--- config.mk ---
export PLATFORM = sky130hd
export DESIGN_NAME = hex_to_base64_stream_unit
export DESIGN_NICKNAME = d
export VERILOG_FILES = /design/src/rtl/h2b_pkg.sv /design/src/rtl/h2b_front.sv /design/src/rtl/h2b_fifo.sv /design/src/rtl/h2b_back.sv /design/src/rtl/hex_to_base64_stream_unit.sv
export SDC_FILE = /design/constraint.sdc
export NUM_CORES = 1
export LEC_CHECK = 0
export BUFFER_PORTS_ARGS = -buffer_cell sky130_fd_sc_hd__buf_2
export CORE_MARGIN = 3
export CORE_UTILIZATION = 60
export DETAILED_ROUTE_END_ITERATION = 8
export PLACE_DENSITY = 0.79
export SETUP_SLACK_MARGIN = 0.05
export SYNTH_ARGS = -nofsm -noshare
export SYNTH_HDL_FRONTEND = slang
export SYNTH_HIERARCHICAL = 1
export SYNTH_SLANG_ARGS = --single-unit
--- constraint.sdc ---
create_clock -name clk -period 8 [get_ports clk]
set_clock_uncertainty 0.05 [all_clocks]
set_input_delay 1.6 -clock clk [delete_from_list [all_inputs] [get_ports clk]]
set_output_delay 1.6 -clock clk [all_outputs]
set_load 0.01 [all_outputs]
--- src/rtl/h2b_pkg.sv ---
// ----------------------------------------------------------------------------
// h2b_pkg: shared types and helpers for the hex to base64 unit
// Holds the group record that passes from the front end to the back end,
// the hex digit decoder and the base64 alphabet.
// ----------------------------------------------------------------------------
package h2b_pkg;

    localparam int FIFO_DEPTH = 4;
    localparam int FIFO_AW    = $clog2(FIFO_DEPTH);

    localparam logic [7:0] PAD_CHAR = 8'h3D;
    localparam logic [1:0] LAST_IDX = 2'd3;
    localparam logic [1:0] PAD2_IDX = 2'd2;

    // One group of four output characters, still as 6-bit codes.
    typedef struct packed {
        logic [5:0] c0;
        logic [5:0] c1;
        logic [5:0] c2;
        logic [5:0] c3;
        logic       pad2;   // third character is '='
        logic       pad3;   // fourth character is '='
        logic       last;   // fourth character ends the stream
    } grp_t;

    // Converts an ASCII hex digit to its nibble; any other code gives zero.
    function automatic logic [3:0] nibble_of(input logic [7:0] c);
        logic [3:0] n;
        n = 4'h0;
        if (c >= 8'h30 && c <= 8'h39) begin
            n = c[3:0];
        end
        else if ((c >= 8'h61 && c <= 8'h66) || (c >= 8'h41 && c <= 8'h46)) begin
            n = c[3:0] + 4'd9;
        end
        return n;
    endfunction

    // Maps a 6-bit code to the standard base64 alphabet.
    function automatic logic [7:0] b64_sym(input logic [5:0] v);
        logic [7:0] s;
        if (v < 6'd26) begin
            s = 8'h41 + {2'b00, v};
        end
        else if (v < 6'd52) begin
            s = 8'h61 + {2'b00, v} - 8'd26;
        end
        else if (v < 6'd62) begin
            s = 8'h30 + {2'b00, v} - 8'd52;
        end
        else if (v == 6'd62) begin
            s = 8'h2B;
        end
        else begin
            s = 8'h2F;
        end
        return s;
    endfunction

endpackage

--- src/rtl/h2b_front.sv ---
// ----------------------------------------------------------------------------
// h2b_front: character intake and byte grouping
// Decodes hex characters, pairs nibbles into bytes and releases one group
// record for every three bytes or at the end of the stream.
// ----------------------------------------------------------------------------
module h2b_front
(
    input  logic          clk,
    input  logic          rst_n,
    input  logic [7:0]    hex_char,
    input  logic          last_in,
    input  logic          push,
    input  logic          q_full,
    output logic          grp_push,
    output h2b_pkg::grp_t grp_data
);

    logic [3:0] pending_reg, pending_next;
    logic       held_reg, held_next;
    logic [7:0] byte0_reg, byte0_next;
    logic [7:0] byte1_reg, byte1_next;
    logic [1:0] count_reg, count_next;

    logic [3:0] nib;
    logic       accept;
    logic       completes;
    logic       full_grp;
    logic [7:0] byte_val;
    logic [7:0] b0, b1, b2;

    assign nib       = h2b_pkg::nibble_of(hex_char);
    assign accept    = push && !q_full;
    assign byte_val  = held_reg ? {pending_reg, nib} : {nib, 4'h0};
    assign completes = accept && (held_reg || last_in);
    assign full_grp  = (count_reg == 2'd2);
    assign grp_push  = completes && (full_grp || last_in);

    // Operands of the group; bytes that do not exist read as zero.
    always_comb begin
        case (count_reg)
            2'd0: begin
                b0 = byte_val;
                b1 = 8'h00;
                b2 = 8'h00;
            end
            2'd1: begin
                b0 = byte0_reg;
                b1 = byte_val;
                b2 = 8'h00;
            end
            default: begin
                b0 = byte0_reg;
                b1 = byte1_reg;
                b2 = byte_val;
            end
        endcase
    end

    always_comb begin
        grp_data.c0   = b0[7:2];
        grp_data.c1   = {b0[1:0], b1[7:4]};
        grp_data.c2   = {b1[3:0], b2[7:6]};
        grp_data.c3   = b2[5:0];
        grp_data.pad2 = (count_reg == 2'd0);
        grp_data.pad3 = !full_grp;
        grp_data.last = last_in;
    end

    always_comb begin
        pending_next = pending_reg;
        held_next    = held_reg;
        byte0_next   = byte0_reg;
        byte1_next   = byte1_reg;
        count_next   = count_reg;
        if (accept) begin
            if (!held_reg && !last_in) begin
                pending_next = nib;
                held_next    = 1'b1;
            end
            else begin
                pending_next = 4'h0;
                held_next    = 1'b0;
                if (full_grp || last_in) begin
                    count_next = 2'd0;
                end
                else begin
                    if (count_reg[0]) begin
                        byte1_next = byte_val;
                    end
                    else begin
                        byte0_next = byte_val;
                    end
                    count_next = count_reg + 2'd1;
                end
            end
        end
    end

    always_ff @(posedge clk or negedge rst_n) begin
        if (!rst_n) begin
            pending_reg <= 4'h0;
            held_reg    <= 1'b0;
            byte0_reg   <= 8'h00;
            byte1_reg   <= 8'h00;
            count_reg   <= 2'd0;
        end
        else begin
            pending_reg <= pending_next;
            held_reg    <= held_next;
            byte0_reg   <= byte0_next;
            byte1_reg   <= byte1_next;
            count_reg   <= count_next;
        end
    end

endmodule

--- src/rtl/h2b_fifo.sv ---
// ----------------------------------------------------------------------------
// h2b_fifo: group record queue
// A short first-in first-out queue that decouples intake from output.
// ----------------------------------------------------------------------------
module h2b_fifo
(
    input  logic          clk,
    input  logic          rst_n,
    input  logic          wr_en,
    input  h2b_pkg::grp_t wr_data,
    output logic          full,
    input  logic          rd_en,
    output h2b_pkg::grp_t rd_data,
    output logic          empty
);

    h2b_pkg::grp_t mem_reg [h2b_pkg::FIFO_DEPTH];

    logic [h2b_pkg::FIFO_AW-1:0] wr_ptr_reg, wr_ptr_next;
    logic [h2b_pkg::FIFO_AW-1:0] rd_ptr_reg, rd_ptr_next;
    logic [h2b_pkg::FIFO_AW:0]   cnt_reg, cnt_next;
    logic                        do_wr, do_rd;

    assign full    = (cnt_reg == (h2b_pkg::FIFO_AW+1)'(h2b_pkg::FIFO_DEPTH));
    assign empty   = (cnt_reg == '0);
    assign do_wr   = wr_en && !full;
    assign do_rd   = rd_en && !empty;
    assign rd_data = mem_reg[rd_ptr_reg];

    always_comb begin
        wr_ptr_next = wr_ptr_reg;
        rd_ptr_next = rd_ptr_reg;
        cnt_next    = cnt_reg;
        if (do_wr) begin
            wr_ptr_next = wr_ptr_reg + (h2b_pkg::FIFO_AW)'(1);
        end
        if (do_rd) begin
            rd_ptr_next = rd_ptr_reg + (h2b_pkg::FIFO_AW)'(1);
        end
        if (do_wr && !do_rd) begin
            cnt_next = cnt_reg + (h2b_pkg::FIFO_AW+1)'(1);
        end
        else if (do_rd && !do_wr) begin
            cnt_next = cnt_reg - (h2b_pkg::FIFO_AW+1)'(1);
        end
    end

    always_ff @(posedge clk or negedge rst_n) begin
        if (!rst_n) begin
            wr_ptr_reg <= '0;
            rd_ptr_reg <= '0;
            cnt_reg    <= '0;
        end
        else begin
            wr_ptr_reg <= wr_ptr_next;
            rd_ptr_reg <= rd_ptr_next;
            cnt_reg    <= cnt_next;
        end
    end

    always_ff @(posedge clk) begin
        if (do_wr) begin
            mem_reg[wr_ptr_reg] <= wr_data;
        end
    end

endmodule

--- src/rtl/h2b_back.sv ---
// ----------------------------------------------------------------------------
// h2b_back: character serializer
// Takes one group record at a time and presents its four characters, one
// per beat, from an output register.
// ----------------------------------------------------------------------------
module h2b_back
(
    input  logic          clk,
    input  logic          rst_n,
    input  logic          q_empty,
    input  h2b_pkg::grp_t q_data,
    output logic          q_rd,
    input  logic          pop,
    output logic [7:0]    b64_char,
    output logic          last_out,
    output logic          empty
);

    h2b_pkg::grp_t cur_reg;
    logic          cur_valid_reg, cur_valid_next;
    logic [1:0]    idx_reg, idx_next;
    logic          out_valid_reg, out_valid_next;
    logic [7:0]    out_char_reg;
    logic          out_last_reg;

    logic          advance;
    logic          emit;
    logic          grp_done;
    logic [5:0]    code;
    logic [7:0]    char_val;

    assign advance  = !out_valid_reg || pop;
    assign emit     = advance && cur_valid_reg;
    assign grp_done = emit && (idx_reg == h2b_pkg::LAST_IDX);
    assign q_rd     = !q_empty && (!cur_valid_reg || grp_done);

    always_comb begin
        case (idx_reg)
            2'd0:    code = cur_reg.c0;
            2'd1:    code = cur_reg.c1;
            2'd2:    code = cur_reg.c2;
            default: code = cur_reg.c3;
        endcase
    end

    always_comb begin
        if ((idx_reg == h2b_pkg::PAD2_IDX && cur_reg.pad2) ||
            (idx_reg == h2b_pkg::LAST_IDX && cur_reg.pad3)) begin
            char_val = h2b_pkg::PAD_CHAR;
        end
        else begin
            char_val = h2b_pkg::b64_sym(code);
        end
    end

    always_comb begin
        cur_valid_next = cur_valid_reg;
        idx_next       = idx_reg;
        out_valid_next = out_valid_reg;
        if (emit) begin
            out_valid_next = 1'b1;
            idx_next       = idx_reg + 2'd1;
        end
        else if (advance) begin
            out_valid_next = 1'b0;
        end
        if (q_rd) begin
            cur_valid_next = 1'b1;
        end
        else if (grp_done) begin
            cur_valid_next = 1'b0;
        end
    end

    always_ff @(posedge clk or negedge rst_n) begin
        if (!rst_n) begin
            cur_valid_reg <= 1'b0;
            idx_reg       <= 2'd0;
            out_valid_reg <= 1'b0;
        end
        else begin
            cur_valid_reg <= cur_valid_next;
            idx_reg       <= idx_next;
            out_valid_reg <= out_valid_next;
        end
    end

    always_ff @(posedge clk) begin
        if (q_rd) begin
            cur_reg <= q_data;
        end
        if (emit) begin
            out_char_reg <= char_val;
            out_last_reg <= cur_reg.last && (idx_reg == h2b_pkg::LAST_IDX);
        end
    end

    assign b64_char = out_char_reg;
    assign last_out = out_last_reg;
    assign empty    = !out_valid_reg;

endmodule

--- src/rtl/hex_to_base64_stream_unit.sv ---
// ----------------------------------------------------------------------------
// hex_to_base64_stream_unit: streaming hex to base64 encoder
// Turns a stream of ASCII hex characters into standard base64 text.
// ----------------------------------------------------------------------------
// The unit takes one ASCII hex character per beat on the input queue port
// (push/full) and accepts a new character in every cycle while full is low.
// Characters other than 0-9, a-f and A-F count as nibble zero. Two nibbles
// make a byte, high nibble first, and every three bytes yield four base64
// characters, delivered one per beat on the output queue port (empty/pop).
// A beat with last_in high ends the stream: a lone high nibble is finished
// with a zero low nibble, one or two leftover bytes give a final group padded
// with '=', and last_out marks the final character of the encoded stream.
// The next character after that starts a fresh stream. The front end packs
// each finished group into a record and writes it to a four-entry queue; the
// back end reads one record at a time and sends its four characters in turn
// from an output register. A completed group passes through the queue, the
// current-group register and the output register before its first character
// shows on the output port. Input throughput is one character per cycle as
// long as the output keeps up, since six hex characters make only four
// output characters; the output serializer, at one character per cycle while
// pop is high, sets the limit when streams are very short and mostly padding,
// and full rises once four group records are waiting.
// ----------------------------------------------------------------------------
module hex_to_base64_stream_unit
(
    input  logic       clk,
    input  logic       rst_n,
    input  logic [7:0] hex_char,
    input  logic       last_in,
    input  logic       push,
    output logic       full,
    output logic [7:0] b64_char,
    output logic       last_out,
    output logic       empty,
    input  logic       pop
);

    // Group records travel from intake to serializer through the queue.
    logic          grp_push;
    h2b_pkg::grp_t grp_wr;
    h2b_pkg::grp_t grp_rd;
    logic          q_full;
    logic          q_empty;
    logic          q_rd;

    // The intake stalls whenever the queue is full, so no group is ever lost.
    assign full = q_full;

    h2b_front u_front
    (
        .clk      (clk),
        .rst_n    (rst_n),
        .hex_char (hex_char),
        .last_in  (last_in),
        .push     (push),
        .q_full   (q_full),
        .grp_push (grp_push),
        .grp_data (grp_wr)
    );

    h2b_fifo u_fifo
    (
        .clk     (clk),
        .rst_n   (rst_n),
        .wr_en   (grp_push),
        .wr_data (grp_wr),
        .full    (q_full),
        .rd_en   (q_rd),
        .rd_data (grp_rd),
        .empty   (q_empty)
    );

    h2b_back u_back
    (
        .clk      (clk),
        .rst_n    (rst_n),
        .q_empty  (q_empty),
        .q_data   (grp_rd),
        .q_rd     (q_rd),
        .pop      (pop),
        .b64_char (b64_char),
        .last_out (last_out),
        .empty    (empty)
    );

endmodule

# ---- After elaboration in Yosys (flattened, before gate mapping)
# Memories as Yosys holds them, arrays and structs flattened. A register that Yosys moved wholly into a read port is not among the register bits.
# Cells that the tools add are included.
dict set report totals {
  wordCells 109
  reg_bits 43
  ram_bits 108
  in_bits 13
  memories 1
  out_inout_bits 11
}
dict set report op_classes {
  bitwise 3
  eq_ne 7
  n_lt_le_gt_ge 9
  addsub 12
  n_mux 22
  n_reduce_logical 42
}
# memory words word_bits rd rd_ports_with_merged_regs wr line_no
set memory_table {}
lappend memory_table {u_fifo.mem_reg 4 27 1 1 1 h2b_fifo.sv:17} ;# h2b_pkg::grp_t mem_reg [h2b_pkg::FIFO_DEPTH];
# operator n
set op_table {}
lappend op_table {{$mux 8} 6}
lappend op_table {{$pmux 6 s3} 1}
lappend op_table {{$logic_and 1x1->1} 17}
lappend op_table {{$add 7x6->8 const A} 2}
lappend op_table {{$ge 8x7->1 const B} 2}
lappend op_table {{$le 8x7->1 const B} 2}
lappend op_table {{$pmux 8 s2} 1}
lappend op_table {{$lt 6x6->1 const B} 2}
lappend op_table {{$mux 4} 3}
lappend op_table {{$logic_not 1->1} 9}
lappend op_table {{$mux 3} 3}
lappend op_table {{$add 2x1->2 const B} 4}
lappend op_table {{$ge 8x6->1 const B} 1}
lappend op_table {{$le 8x6->1 const B} 1}
lappend op_table {{$reduce_and 4->1} 2}
lappend op_table {{$sub 8x5->8 const B} 1}
lappend op_table {{$sub 8x6->8 const B} 1}
lappend op_table {{$add 6x6->7 const A} 1}
lappend op_table {{$mux 1} 7}
lappend op_table {{$eq 2x2->1 const B} 3}
lappend op_table {{$eq 6x6->1 const B} 1}
lappend op_table {{$logic_or 1x1->1} 6}
lappend op_table {{$lt 6x5->1 const B} 1}
lappend op_table {{$reduce_bool 2->1} 3}
lappend op_table {{other kinds (11)} 15}

# ---- Longest topological paths before layout
# Gate-level depths: netlist of run 1.
dict set report depth {
  depth_word 10
  ltp_mapped 12
  depth_no_buf 11
}

# ---- By module
# Netlist of run 1, hierarchy kept.
# module instances seq_area_each_um2 cells_each area_each_um2
set modules_own_cells {}
lappend modules_own_cells {h2b_fifo 1 3418.3 178 4341.7}
lappend modules_own_cells {h2b_back 1 1181.1 148 1868.0}
lappend modules_own_cells {h2b_front 1 575.6 167 1592.8}

# ---- Worst setup path after synthesis of run 1
# No wires, ideal clock.
dict set report synth_timing {
  path_kind {input-to-reg}
  start {input port pop}
  end {register u_fifo/cnt_reg[1] (netlist bit)}
  slack_ps 3317
  t_required_ps 7825
  path_stages 8
  arrival_time_ps 4509
  path_cell_list {nand2b_1 > nand2_1 > a21oi_1 > nand2_1 > ha_1 > inv_1 > fa_1 > mux2_2}
}
dict set report synth_via {
  elab_chain_cells 9
}
# item line_no
set synth_lines {}
lappend synth_lines {{start: declaration} hex_to_base64_stream_unit.sv:35} ;# input logic pop
lappend synth_lines {{$logic_or 1x1->1} h2b_back.sv:32} ;# assign advance = !out_valid_reg || pop;
lappend synth_lines {{$logic_and 1x1->1} h2b_back.sv:33} ;# assign emit = advance && cur_valid_reg;
lappend synth_lines {{$logic_and 1x1->1} h2b_back.sv:34} ;# assign grp_done = emit && (idx_reg == h2b_pkg::LAST_IDX);
lappend synth_lines {{$logic_or 1x1->1} h2b_back.sv:35} ;# assign q_rd = !q_empty && (!cur_valid_reg || grp_done);
lappend synth_lines {{$logic_and 1x1->1} h2b_back.sv:35}
lappend synth_lines {{via q_rd} hex_to_base64_stream_unit.sv:44} ;# logic q_rd;
lappend synth_lines {{$logic_and 1x1->1} h2b_fifo.sv:27} ;# assign do_rd = rd_en && !empty;
lappend synth_lines {{$logic_not 1->1} h2b_fifo.sv:40} ;# if (do_wr && !do_rd) begin
lappend synth_lines {{$logic_and 1x1->1} h2b_fifo.sv:40}
lappend synth_lines {{$mux 3} h2b_fifo.sv:40}
lappend synth_lines {{via u_fifo.cnt_next (one bit)} h2b_fifo.sv:21} ;# logic [h2b_pkg::FIFO_AW:0] cnt_reg, cnt_next;
lappend synth_lines {{end signal: assignment} h2b_fifo.sv:57} ;# cnt_reg <= cnt_next;
lappend synth_lines {{end: declaration} h2b_fifo.sv:21}
# The timed path passes the listed nets, and every way through them passes these cells.
# A chain may end at the register's enable or synchronous reset.

# ---- Worst setup path after layout of run 1
# Ends and elaborated chain as after synthesis.

==> results.md, run 1 <==
* Nets at 552
* Period utilisation layout at 0.4119
* Switching Fraction at 0.3201
* Post-Route WL at 14440 um
* Seq/Total Area, Yosys at 0.6632
* Worst Reg2Reg Path Length in Cells at 10
* Worst hold slack at 0.4457 ns
* Initial antenna violation count at 0
* Crit path buffers/inverters at 3
* Leak Pwr at 3.154 nW
* Multiplexer share of the synthesized area at 0.1108
* Die height at 120.0 um
* Post-synthesis cell type count at 72
* # Max-Cap Violations at 0
* Setup crit start kind: input pin
* Cell Rows at 41
* IO Count at 24
* Synth top area share at 0.5542
* Worst Max-Slew Pin Slew at 0.9614 ns
* Reg2Reg Capture Point: u_back/b64_char[2]$_SDFFCE_PP1P_
* Post-cts resize count at 0
* DRC viols at 0
* Crit. End Element: flip-flop
* Sequential Power Share at 0.423
* Placed Cells at 674
* Iter 0 DRT Violations at 381
* Post-CTS Setup Repair Bufs at 0
* Routed WL per cell at 20.46 um
* Ys Warns at 6
* # setup viols final at 0
* Mapped cell area at 7802 um2
* Max stage delay cell, worst path: fa_1
* CTS tree: built
* Largest family of logic cells by synthesized area: multiplexers
* CP peak stage delay at 0.40 ns
* Post-synth top area cell: edfxtp_1
* Clock sink total at 178
* Max_slew headroom at 0.3591
* Average instance area after synthesis at 15.83 um2
* Vias per inst at 6.095
* Detail Route Antenna Nets at 0
* Max reg flops at 108
* Largest net degree at the start of global routing at 35
* Critical Path Sink: u_fifo/cnt_reg[1]$_DFFE_PN0P_
* Top post-synthesis cells by count: edfxtp_1 (144), dfrtp_1 (34), nand2_1 (32), inv_1 (30)
* R2r startpoint: u_back/idx_reg[0]$_DFFE_PN0P_
* Critical path required time at 8.26 ns
* Setup_tns at 0 ns
* Die ar. at 14410 um2
* Htree depth at 4
* Slew Viols, Final at 0
* Worst hold-check path type: flip-flop to flip-flop
* Clock Power Share at 0.270
* Gate Count Post-Synth at 493
* Drt pass-1 iters at 5
* Post-DP HPWL at 9359 um
* Final std cells w/o fill at 706
* Synthesized net count at 524
* Net switching power at 1.048 mW
* Max Freq at 303.5 MHz
* Adder-Cell Fraction of Synth Area at 0.03111
* Via count at 4303
* Max Buffers Root-to-Sink at 2
* Fillers at 825
* Grt total ovfl at 0
* Max VDD drop at 0.2407 mV
* Status: finished clean
* Synth Register Bits at 178
* R2r setup slk at 5.09 ns
* Met3 routed WL at 781 um
* Crit path cell chain: buf_2, nand2b_1, nand2_1, a21oi_2, buf_4, nand2_1, ha_1, inv_1, fa_1, mux2_2
* Chip width at 120.0 um
* Post-synthesis simple-gate area fraction at 0.06928
* Worst Path Arrival at 3.55 ns
* Count leader, synth: edfxtp_1
* Post-synthesis compound-gate area fraction at 0.08563
* Final Hold Fails at 0
* Number of synthesized flops with an enable pin at 144
* CP Depth at 10
* XOR/XNOR Fraction of Synth Area at 0.007858
* Crit path kind: input pin to flip-flop
* Internal at 2.226 mW
* Vias in the first global route at 4403
* CP max FO at 29
* Share of cells above drive strength 1 at 0.2397
* Setup crit start: pop
* Initial Utilization at 0.6158
* Largest cells by area after synthesis: edfxtp_1 (55%), dfrtp_1 (11%), mux4_2 (7.5%)
* Top_reg_cell synth: edfxtp_1
* Syn-to-layout area delta at 11.50%
* CTS Hold Bufs at 0
* Clock tree root buffer cell: clkbuf_16
* CTS buffer count at 17
* Max layer used: met4
* Unrepaired setup endpoints after global routing: false
* Met2 routed WL at 7439 um
* Ys async rst share at 0.1910
* Routability cong. at 0.8661
* Port Buffers at 23
* Power per cell area at 376.4 nW/um2
* Logic pwr share at 0.307
* Worst-path clk slew at 0.06 ns
* All-Layer GR Usage at 0.2163
* First-pass GRT wire length at 23310 um
* Met1 WL at 5994 um
* Top delay family on crit path: adder cells
* Most numerous cell on the critical path: nand2_1
* # diodes at 0
* Core box area at 12670 um2
* Clock latency on the worst-skew pair at 0.42 ns
* Final Critical Period at 3.295 ns
[worst min-delay path, stage by stage, from the launching register on]
cell and delay, ns:
dfrtp_1 0.34, nand2_1 0.05, o21ai_0 0.06
[power groups by stage]
stage	clock network [mW]	logic (mW)	registers (mW)
final	0.884	1.01	1.38
after global routing	0.941	1.11	1.41
after CTS	0.895	1.00	1.39
after detailed placement	0	0.992	1.40
after global placement	0	0.962	1.39
after floorplan	0	0.804	1.35
[stage by stage]
| step | area [um2] | util | setup slack, ns | power, mW |
|---|---|---|---|---|
| 5_1_grt | 8700 | 0.6866 | 4.566 | 3.457 |
| 2_1_floorplan | 7802 | - | 3.317 | 2.153 |
| 3_5_place_dp | 8060 | 0.6361 | 4.291 | 2.396 |
| 3_3_place_gp | 8060 | 0.6361 | 4.355 | 2.353 |
| 4_1_cts | 8700 | 0.6866 | 4.707 | 3.289 |
| 6_report | 8700 | 0.6866 | 4.705 | 3.275 |
[cells in the final DEF, fill, tap and decap left out, drive strengths merged, types with 3 or more instances in the layout]
master	synthesis	layout
edfxtp	144	144
clkinv	0	5
xnor2	5	5
a221oi	3	3
and2	7	7
bufinv	0	5
o31ai	4	4
ha	17	17
or3	3	3
clkbuf	7	17
dfrtp	34	34
mux2i	5	5
nand2b	7	7
a211oi	3	3
buf	13	29
nand3	12	12
nor2b	4	4
nor2	19	19
o21ai	26	26
clkinvlp	0	4
mux4	27	27
a21oi	16	16
a22o	5	5
mux2	16	16
nand2	32	32
nor3	3	3
a222oi	6	6
inv	31	32
o22ai	4	4
[area by class of cell]
| type | count | area, um2 | share of cell area |
|---|---|---|---|
| Timing Repair Buffer | 29 | 160.2 | 0.01841 |
| Inverter | 31 | 116.4 | 0.01338 |
| Multi-Input combinational cell | 264 | 2392 | 0.2750 |
| Clock buffer | 17 | 425.4 | 0.04890 |
| Tap cell | 172 | 215.2 | 0.02474 |
| Clock inverter | 15 | 214.0 | 0.02459 |
| Sequential cell | 178 | 5176 | 0.5950 |
[layer usage]
layer / GRT usage / up-vias
met4: 0.07015 / 0
met5: 0 / -
met2: 0.3664 / 138
li1: - / 1965
met3: 0.04948 / 22
met1: 0.2800 / 2178
[worst min path at each step]
stage | start | end | cells past startpoint
2_1_floorplan | u_front/byte1_reg[0]$_DFFE_PN0P_ | u_front/byte1_reg[0]$_DFFE_PN0P_ | 2
3_3_place_gp | u_front/byte1_reg[3]$_DFFE_PN0P_ | u_front/byte1_reg[3]$_DFFE_PN0P_ | 2
3_5_place_dp | u_front/byte1_reg[3]$_DFFE_PN0P_ | u_front/byte1_reg[3]$_DFFE_PN0P_ | 2
4_1_cts | u_front/byte1_reg[3]$_DFFE_PN0P_ | u_front/byte1_reg[3]$_DFFE_PN0P_ | 2
5_1_grt | u_fifo/cnt_reg[2]$_DFFE_PN0P_ | u_fifo/cnt_reg[2]$_DFFE_PN0P_ | 1
6_report | u_front/byte1_reg[3]$_DFFE_PN0P_ | u_front/byte1_reg[3]$_DFFE_PN0P_ | 2
[kinds of logic after synthesis]
| logic type | Yosys count |
|---|---|
| flops | 178 |
| simple gates | 99 |
| compound gates | 90 |
| buf+inv | 51 |
| mux | 48 |
| fa+ha+maj | 19 |
| xor+xnor | 7 |
| other cells | 1 |
(Power assumes the default switching activity.)
==> inputs of run 2 (changes only) <==
--- a/config.mk
+++ b/config.mk
@@ -5,11 +5,12 @@
 export SDC_FILE = /design/constraint.sdc
 export NUM_CORES = 1
 export LEC_CHECK = 0
+export ABC_AREA = 1
 export BUFFER_PORTS_ARGS = -buffer_cell sky130_fd_sc_hd__buf_2
 export CORE_MARGIN = 3
-export CORE_UTILIZATION = 60
+export CORE_UTILIZATION = 56
 export DETAILED_ROUTE_END_ITERATION = 8
-export PLACE_DENSITY = 0.79
+export PLACE_DENSITY = 0.78
 export SETUP_SLACK_MARGIN = 0.05
 export SYNTH_ARGS = -nofsm -noshare
 export SYNTH_HDL_FRONTEND = slang
==> constraint.sdc (replaced) <==
create_clock -name clk -period 2.85 [get_ports clk]
set_clock_uncertainty 0.05 [all_clocks]
set_input_delay 0.57 -clock clk [delete_from_list [all_inputs] [get_ports clk]]
set_output_delay 0.57 -clock clk [all_outputs]
set_load 0.01 [all_outputs]
==> run 2 against run 1 <==
Effect of this change: first-iteration DRC count up 27%; via count grew 25%; combinational power increased to 4.1 times the previous value; sequential power grew to 2.9 times the previous value; worst hold slack got worse by 0.25 ns; power grew to 3.2 times the previous value; synthesized area is 8.1% higher; critical path depth increased by 5; clock power grew to 2.7 times the previous value; synthesized cell count grew 55%; utilization down 5.3 points; setup slack got worse by 4.4 ns.
==> results.md, run 2 <==
* All-Layer GR Usage at 0.2062
* Top post-synthesis cells by count: nand2_1 (208), edfxtp_1 (144), inv_1 (102), o211ai_1 (54), nand3_1 (50)
* Die ar. at 16570 um2
* Critical Path Sink: u_fifo/cnt_reg[2]$_DFFE_PN0P_
* Post-synthesis cell type count at 46
* Worst Max-Slew Pin Slew at 0.8345 ns
* Chip width at 128.7 um
* # Max-Cap Violations at 0
* Seq/Total Area, Yosys at 0.6134
* Worst Path Arrival at 2.78 ns
* Max Buffers Root-to-Sink at 2
* CTS buffer count at 17
* Synth top area share at 0.5125
* IO Count at 24
* Placed Cells at 961
* Final std cells w/o fill at 992
* Nets at 827
* Max reg flops at 108
* Mapped cell area at 8437 um2
* Drt pass-1 iters at 5
* Synth Register Bits at 178
* Vias per inst at 5.417
* Status: finished clean
* Worst-path clk slew at 0.06 ns
* Average instance area after synthesis at 11.03 um2
* Post-Route WL at 15760 um
* Final Critical Period at 2.518 ns
* Leading cell types in the layout, fill and taps excluded: nand2_1 (208), edfxtp_1 (144), inv_1 (102)
* Max_slew headroom at 0.4437
* Unrepaired setup endpoints after global routing: false
* Vias in the first global route at 5405
* Ys async rst share at 0.1910
* Clock tree root buffer cell: clkbuf_16
* CTS Hold Bufs at 0
* # diodes at 0
* R2r setup slk at 0.33 ns
* Cell Rows at 44
* Post-cts resize count at 0
* CP Depth at 15
* CP max FO at 5
* Via count at 5374
* Leak Pwr at 3.972 nW
* Post-synth top area cell: edfxtp_1
* Max Freq at 397.2 MHz
* Top_reg_cell synth: edfxtp_1
* Reg2Reg Capture Point: u_fifo/cnt_reg[2]$_DFFE_PN0P_
* DRC viols at 0
* Setup crit start: u_fifo/cnt_reg[0]$_DFFE_PN0P_
* Initial Utilization at 0.5761
* Post-CTS Setup Repair Bufs at 0
* Number of synthesized flops with an enable pin at 144
* Ys Warns at 6
* Routed WL per cell at 15.89 um
* Setup crit start kind: flip-flop
* Max layer used: met4
* CTS tree: built
* Top delay family on crit path: simple AND/OR/NAND/NOR gates
* Period utilisation layout at 0.8834
* Largest cells by area after synthesis: edfxtp_1 (51%), dfrtp_1 (10%), nand2_1 (9.3%)
* Power per cell area at 1134 nW/um2
* Worst hold-check path type: input pin to asynchronous set/reset pin
* Max VDD drop at 0.6007 mV
* Max stage delay cell, worst path: dfrtp_1
* Gate Count Post-Synth at 765
* R2r startpoint: u_fifo/cnt_reg[0]$_DFFE_PN0P_
* Clock latency on the worst-skew pair at 0.42 ns
* Critical path required time at 3.11 ns
* Htree depth at 4
* Worst hold slack at 0.1937 ns
* Met1 WL at 6435 um
* Count leader, synth: nand2_1
* Share of cells above drive strength 1 at 0.1757
* Largest net degree at the start of global routing at 59
* Port Buffers at 23
* Crit path kind: flip-flop to flip-flop
* Die height at 128.7 um
* Grt total ovfl at 0
* Commonest non-fill, non-tap cell in the layout: nand2_1
* Met2 routed WL at 8055 um
* Crit path buffers/inverters at 4
* Post-DP HPWL at 10860 um
* Met3 routed WL at 861 um
* Crit path cell chain: inv_1, nand3_1, inv_1, nor2_8, nand2_2, nor2_1, nand2_1, inv_1, ha_1, inv_1, fa_1, nand2_1, nand3_1, nand2_1, nand2_1
* Power, Total at 10.53 mW
* Core box area at 14640 um2
* Routability cong. at 0.9222
* Synthesized net count at 796
* # setup viols final at 0
* Crit. End Element: flip-flop
* Clock sink total at 178
* Syn-to-layout area delta at 10.03%
* Slew Viols, Final at 0
* CP peak stage delay at 0.42 ns
* Initial antenna violation count at 0
* Final Hold Fails at 0
* Worst Reg2Reg Path Length in Cells at 15
* Detail Route Antenna Nets at 0
* Iter 0 DRT Violations at 485
* First-pass GRT wire length at 26220 um
[run 2: cell types whose count changed after synthesis, moves of 9 or more]
cell | previous run | this run
a21oi_1 | 13 | 2
buf_6 | 3 | 13
inv_1 | 30 | 102
inv_2 | 1 | 10
mux2_2 | 11 | 0
mux4_2 | 26 | 0
nand2_1 | 32 | 208
nand2_2 | 0 | 9
nand3_1 | 12 | 50
o211ai_1 | 2 | 54
o21ai_0 | 26 | 14
[run 2: how the worst min path moves through the flow]
stage | startpoint | to | slack (ns)
after CTS | rst_n | u_front/byte1_reg[2]$_DFFE_PN0P_ | 0.20
after detailed placement | u_front/byte0_reg[7]$_DFFE_PN0P_ | u_front/byte0_reg[7]$_DFFE_PN0P_ | 0.42
final | rst_n | u_front/byte1_reg[2]$_DFFE_PN0P_ | 0.19
after floorplan | rst_n | u_back/cur_valid_reg$_DFFE_PN0P_ | 0.22
after global routing | rst_n | u_front/byte1_reg[2]$_DFFE_PN0P_ | 0.24
after global placement | u_back/cur_valid_reg$_DFFE_PN0P_ | u_back/out_valid_reg$_DFFE_PN0P_ | 0.41
[run 2: final cells by class]
class                           count  area (um2)
Fill cell                        1095        5361
Sequential cell                   178        5175
Multi-Input combinational cell    448        2615
Inverter                          116       444.2
Clock buffer                       21       440.4
Tap cell                          184       230.2
Timing Repair Buffer               35       217.7
Clock inverter                     10       160.2
[run 2: where the power goes]
part / internal, mW / switching [mW]
Clock: 1.46 / 0.904
Combinational: 1.31 / 2.82
Sequential: 3.76 / 0.282
[run 2: kinds of logic after synthesis]
| logic type | count (synthesis) | synth area share |
|---|---|---|
| other cells | 1 | 0.0004445 |
| buf+inv | 139 | 0.07815 |
| simple gates | 334 | 0.1943 |
| flops | 178 | 0.6134 |
| fa+ha+maj | 18 | 0.02758 |
| compound gates | 91 | 0.08201 |
| xor+xnor | 4 | 0.004153 |
[run 2: through the flow]
stage            util  instance area (um2)  TNS, ns  setup slack [ns]
2_1_floorplan       -                 8439   -3.085          -0.02857
3_3_place_gp   0.5929                 8682        0            0.4127
3_5_place_dp   0.5929                 8682        0            0.3482
4_1_cts        0.6339                 9283        0            0.3339
5_1_grt        0.6339                 9283        0           0.07993
6_report       0.6339                 9283        0            0.3323
[run 2: per-layer routing]
metal | vias to the layer above | track usage
li1 | 2621 | -
met3 | 30 | 0.05396
met5 | - | 0
met4 | 0 | 0.07906
met1 | 2543 | 0.2471
met2 | 180 | 0.3576
